### src/pos_pkg.sv
// Shared constants, types and the cosine table builder for the oscillator step block.
`default_nettype none

package pos_pkg;

  localparam int MAX_FORCING     = 4;
  localparam int N_PAIRS         = 4;
  localparam int COS_TABLE_DEPTH = 1024;
  localparam int COS_AW          = $clog2(COS_TABLE_DEPTH);

  localparam int MUL_W  = 33;
  localparam int PROD_W = 2 * MUL_W;
  localparam int ACC_W  = 50;
  localparam int G_W    = 40;

  localparam int CFG_IDX_W = 2;
  localparam logic [CFG_IDX_W-1:0] CFG_PHASE_STEP = 2'd0;
  localparam logic [CFG_IDX_W-1:0] CFG_STEP_ANGLE = 2'd1;
  localparam logic [CFG_IDX_W-1:0] CFG_EXCITATION = 2'd2;

  localparam int     DAMP_LINEAR_Q24 = 1677722;
  localparam int     STIFF_ONE_Q29   = 536870912;
  localparam longint LOCK_THRESHOLD  = 64'sd5497558139;

  localparam longint unsigned TWO_PI_Q30  = 64'd6746518852;
  localparam longint unsigned PI_Q30      = 64'd3373259426;
  localparam longint unsigned HALF_PI_Q30 = 64'd1686629713;
  localparam longint unsigned TAYLOR_DIV [8] = '{2, 12, 30, 56, 90, 132, 182, 240};

  typedef logic signed [MUL_W-1:0]  mul_op_t;
  typedef logic signed [PROD_W-1:0] prod_t;
  typedef logic signed [15:0]       cos_t;
  typedef logic [COS_AW-1:0]        cos_addr_t;
  typedef cos_t                     cos_tab_t [COS_TABLE_DEPTH];

  typedef enum logic [17:0] {
    ST_IDLE  = 18'b000000000000000001,
    ST_SQ    = 18'b000000000000000010,
    ST_F0    = 18'b000000000000000100,
    ST_F1    = 18'b000000000000001000,
    ST_F2    = 18'b000000000000010000,
    ST_F3    = 18'b000000000000100000,
    ST_PUMP  = 18'b000000000001000000,
    ST_DAMPH = 18'b000000000010000000,
    ST_STIFF = 18'b000000000100000000,
    ST_DAMPL = 18'b000000001000000000,
    ST_ACC   = 18'b000000010000000000,
    ST_VELH  = 18'b000000100000000000,
    ST_VELL  = 18'b000001000000000000,
    ST_VEL   = 18'b000010000000000000,
    ST_POSM  = 18'b000100000000000000,
    ST_POS   = 18'b001000000000000000,
    ST_CORR  = 18'b010000000000000000,
    ST_LOCK  = 18'b100000000000000000
  } state_t;

  // Q1.15 cosine over one turn, Taylor series on the folded angle
  function automatic cos_tab_t build_cos_tab();
    cos_tab_t          tab;
    longint unsigned   n;
    longint unsigned   ang;
    longint unsigned   a2;
    longint unsigned   term;
    longint            sum;
    longint            q;
    cos_t              q16;
    logic              neg;
    for (int k = 0; k < COS_TABLE_DEPTH; k++) begin
      n = longint'(k);
      if (2 * n > longint'(COS_TABLE_DEPTH)) n = longint'(COS_TABLE_DEPTH) - n;
      ang = (n * TWO_PI_Q30 + longint'(COS_TABLE_DEPTH / 2)) / COS_TABLE_DEPTH;
      if (ang > PI_Q30) ang = PI_Q30;
      neg = 1'b0;
      if (ang > HALF_PI_Q30) begin
        ang = PI_Q30 - ang;
        neg = 1'b1;
      end
      a2   = (ang * ang) >> 30;
      term = 64'd1 << 30;
      sum  = longint'(term);
      for (int j = 1; j <= 8; j++) begin
        term = ((term * a2) >> 30) / TAYLOR_DIV[j-1];
        if (j % 2 == 1) sum = sum - longint'(term);
        else sum = sum + longint'(term);
      end
      if (sum < 0) sum = 0;
      q = (sum + 16384) / 32768;
      if (q > 32767) q = 32767;
      q16 = q[15:0];
      tab[k] = neg ? -q16 : q16;
    end
    return tab;
  endfunction

endpackage

`default_nettype wire

### src/pos_mul.sv
// Shared signed multiplier with registered product.
`default_nettype none

module pos_mul (
  input  wire                 clk,
  input  wire                 en,
  input  pos_pkg::mul_op_t    a,
  input  pos_pkg::mul_op_t    b,
  output pos_pkg::prod_t      prod_r
);
  import pos_pkg::*;

  // hold the product when no step issues a multiply
  always_ff @(posedge clk) begin
    if (en) begin
      prod_r <= a * b;
    end
  end

endmodule

`default_nettype wire
### config.mk
export PLATFORM = sky130hd
export DESIGN_NAME = pos_mul
export DESIGN_NICKNAME = d
export VERILOG_FILES = /design/src/pos_pkg.sv /design/src/pos_mul.sv
export SDC_FILE = /design/constraint.sdc
export NUM_CORES = 2
export LEC_CHECK = 0
export BUFFER_PORTS_ARGS = -buffer_cell sky130_fd_sc_hd__buf_4
export CAP_MARGIN = 30
export CORE_MARGIN = 1
export CORE_UTILIZATION = 35
export DETAILED_ROUTE_END_ITERATION = 10
export SYNTH_ARGS = -nofsm -noshare
export SYNTH_HDL_FRONTEND = slang
export SYNTH_SLANG_ARGS = --single-unit
### constraint.sdc
create_clock -name clk -period 10.75 [get_ports clk]
set_input_delay 2.15 -clock clk [delete_from_list [all_inputs] [get_ports clk]]
set_output_delay 2.15 -clock clk [all_outputs]
set_load 0.02 [all_outputs]
==> key figures <==
Critical path
  • Delay-heaviest family, CP: adder cells
  • Most used cell, CP: fa_1
  • Worst setup SP type: input port
  • Slowest-stage cell, CP: fa_1
  • CP Capture Type: flip-flop
  • Worst endpoint required time: 10.86 ns
  • Worst stage delay on the critical path: 0.78 ns
  • Critical Path Fanout Max: 33
  • Critical Path AT: 9.83 ns
  • CP bufs+invs: 4
  • CP Class: in2reg
  • Worst Setup SP: b[9]
  • Crit-path cells: buf_4, nand2_1, fa_1, fa_1, fa_1, inv_1, fa_1, fa_1, fa_1, fa_1, inv_1, fa_1, inv_1, ha_1, nand3_1, nor2_1, nand2_1, nor3_1, o311ai_4, nand3_2, a31oi_1, xnor2_1

Floorplan
  • Initial core utilization: 35.5%
  • Core area: 0.117 mm^2
  • Die width: 346 um
  • Row count: 125
  • # IOs: 134
  • Die area: 0.120 mm^2
  • Die Y-Extent: 346 um

Clock network
  • CTS buffer count: 9
  • # hold bufs at CTS: 0
  • CTS tree: yes
  • Root buffer cell: clkbuf_16
  • H-tree depth: 3
  • Clock Pin Slew Worst Setup and Hold Paths: 0.07 ns
  • Max Root-Sink Buffers: 2
  • # resized after CTS: 0
  • Clock sink count: 66
  • Post-CTS setup buffers: 0

Synth
  • Top cell type's share of synthesized area: 55.4%
  • Synth Instances: 4,338
  • Synth Area per Inst: 9.54 um^2
  • Most frequent cells after synthesis: 1,145 x fa_1, 1,131 x inv_1, 562 x and2_1
  • Sequential-to-total area share from yosys stat: 4.79%
  • Most numerous cell in the Yosys netlist: fa_1
  • Ys async rst share: 0%
  • Mapped cell area: 0.0414 mm^2
  • Post-Synthesis Net Count: 5,768
  • Post-synth EDFFs: 66
  • Largest area contributor in the netlist: fa_1
  • Synth top area cells: fa_1 55%, inv_1 10%, and2_1 8.5%
  • Post-synth top flop: edfxtp_1
  • Cell variety after synth: 80
  • Synth Warn #: 0
  • FF+latch count, synth: 66

Route
  • WL/cell: 20.0 um
  • Vias: 28,600
  • Number of routed nets with antenna violations: 0
  • DR DRC count: 0
  • DRT Pass-1 Iters: 5
  • Initial DRC Count: 1,353
  • Drt total wl: 116,000 um
  • Via/cell ratio: 4.93

Worst hold path
  • Worst Min Path Start: en
  • Hold Path End: prod_r[5]
  • Worst Hold Depth: 1
  • Hold Path Class: in2reg

STA
  • Relative slew slack: 56.4%
  • Finish-stage setup viols: 0
  • Worst slew pin tran: 0.653 ns
  • Crit path time final: 9.72 ns
  • Slew Viols, Final: 0
  • Part of the cycle the worst path needs: 90.4%
  • RSZ-0062 raised after global routing: no
  • Achievable Freq: 103 MHz
  • Final hold vios: 0
  • Post-route setup TNS: 0 ns

Global routing
  • Largest net degree at the start of global routing: 42
  • Total gr overflow: 0
  • First-pass GRT wire length: 185,000 um
  • Initial antenna violation count: 5
  • Global Route Usage Sum: 20.2%
  • Vias in the first global route: 32,200

Final layout
  • Biggest regs: prod_r: 66 flops
  • Fin nets: 5,701
  • Max reg flops: 66
  • Reg with most FFs: prod_r
  • Antenna diodes: 0
  • Layout cells sized above 1: 4.56%
  • Area growth from synthesis to layout: 5.96%

Placed design
  • Gpl congestion: 0.874
  • Dpl hpwl: 92,900 um
  • Port-buffer cells: 133

Outcome
  • Outcome: finished, final reports clean

Run
  • Max_cap viols: 0
[worst max path at each step]
stage / endpoint / slack (ns) / depth (start not counted)
2_1_floorplan: prod_r[62] / 1.23 / 23
3_3_place_gp: prod_r[60] / 0.73 / 24
3_5_place_dp: prod_r[60] / 0.73 / 22
4_1_cts: prod_r[60] / 1.11 / 22
5_1_grt: prod_r[62] / 0.67 / 21
6_report: prod_r[60] / 1.03 / 22
[layout by cell type (no fill, tap or decap), drive strengths merged, types with 11 or more instances in the layout]
| cell | instances |
|---|---|
| nand3 | 26 |
| o21bai | 11 |
| and2 | 563 |
| inv | 1131 |
| buf | 143 |
| nand2b | 12 |
| nand2 | 551 |
| edfxtp | 66 |
| a21oi | 61 |
| fa | 1145 |
| a21o | 38 |
| ha | 217 |
| xor2 | 25 |
| o21ai | 33 |
| xnor2 | 43 |
| nor2 | 68 |
| nand4 | 12 |
| a211oi | 11 |
[metal layers]
layer  GRT usage, %  vias to the layer above  share of wire (%)
met5              0                        -              0.020
met4           8.97                        4                5.2
met3           2.42                      213                4.5
met2           36.8                      775                 53
met1           23.7                    15300                 37
li1               -                    12200                  -
[kinds of logic (layout without fill, tap and decap cells)]
kind of cell               Yosys count  after routing  share of synthesized area [%]
adders and majority gates         1362           1362                           61.9
AOI/OAI and AO/OA                  219            219                           4.00
xor gates and xnor gates            68             68                           1.44
DFF                                 66             66                           4.79
and+or+nand+nor                   1271           1271                           15.5
buffers and inverters             1352           1290                           12.3
[through the flow]
stage	hold slack [ns]	cell area [um^2]	worst slack [ns]	util, %	std cells
finish	2.22	43900	1.03	37.6	5800
detailed placement	2.58	43500	0.733	37.3	5784
CTS	2.21	43900	1.11	37.6	5800
global route	2.22	43900	0.672	37.6	5800
floorplan	2.26	41400	1.23	-	4338
global placement	2.58	43500	0.727	37.3	5783
[layout make-up]
type / instances / area [um^2]
fillers: 11900 / 72800
multi-input cells: 2920 / 34300
inverters: 1131 / 4250
clock buffers: 9 / 225
well taps: 1524 / 1910
repair buffers: 143 / 1090
clock inverters: 7 / 93.8
flip-flops and latches: 66 / 1980
Power is left out: the tool's default activity adds up to more than one toggle a clock period on the data nets, which glitch-free logic cannot reach.
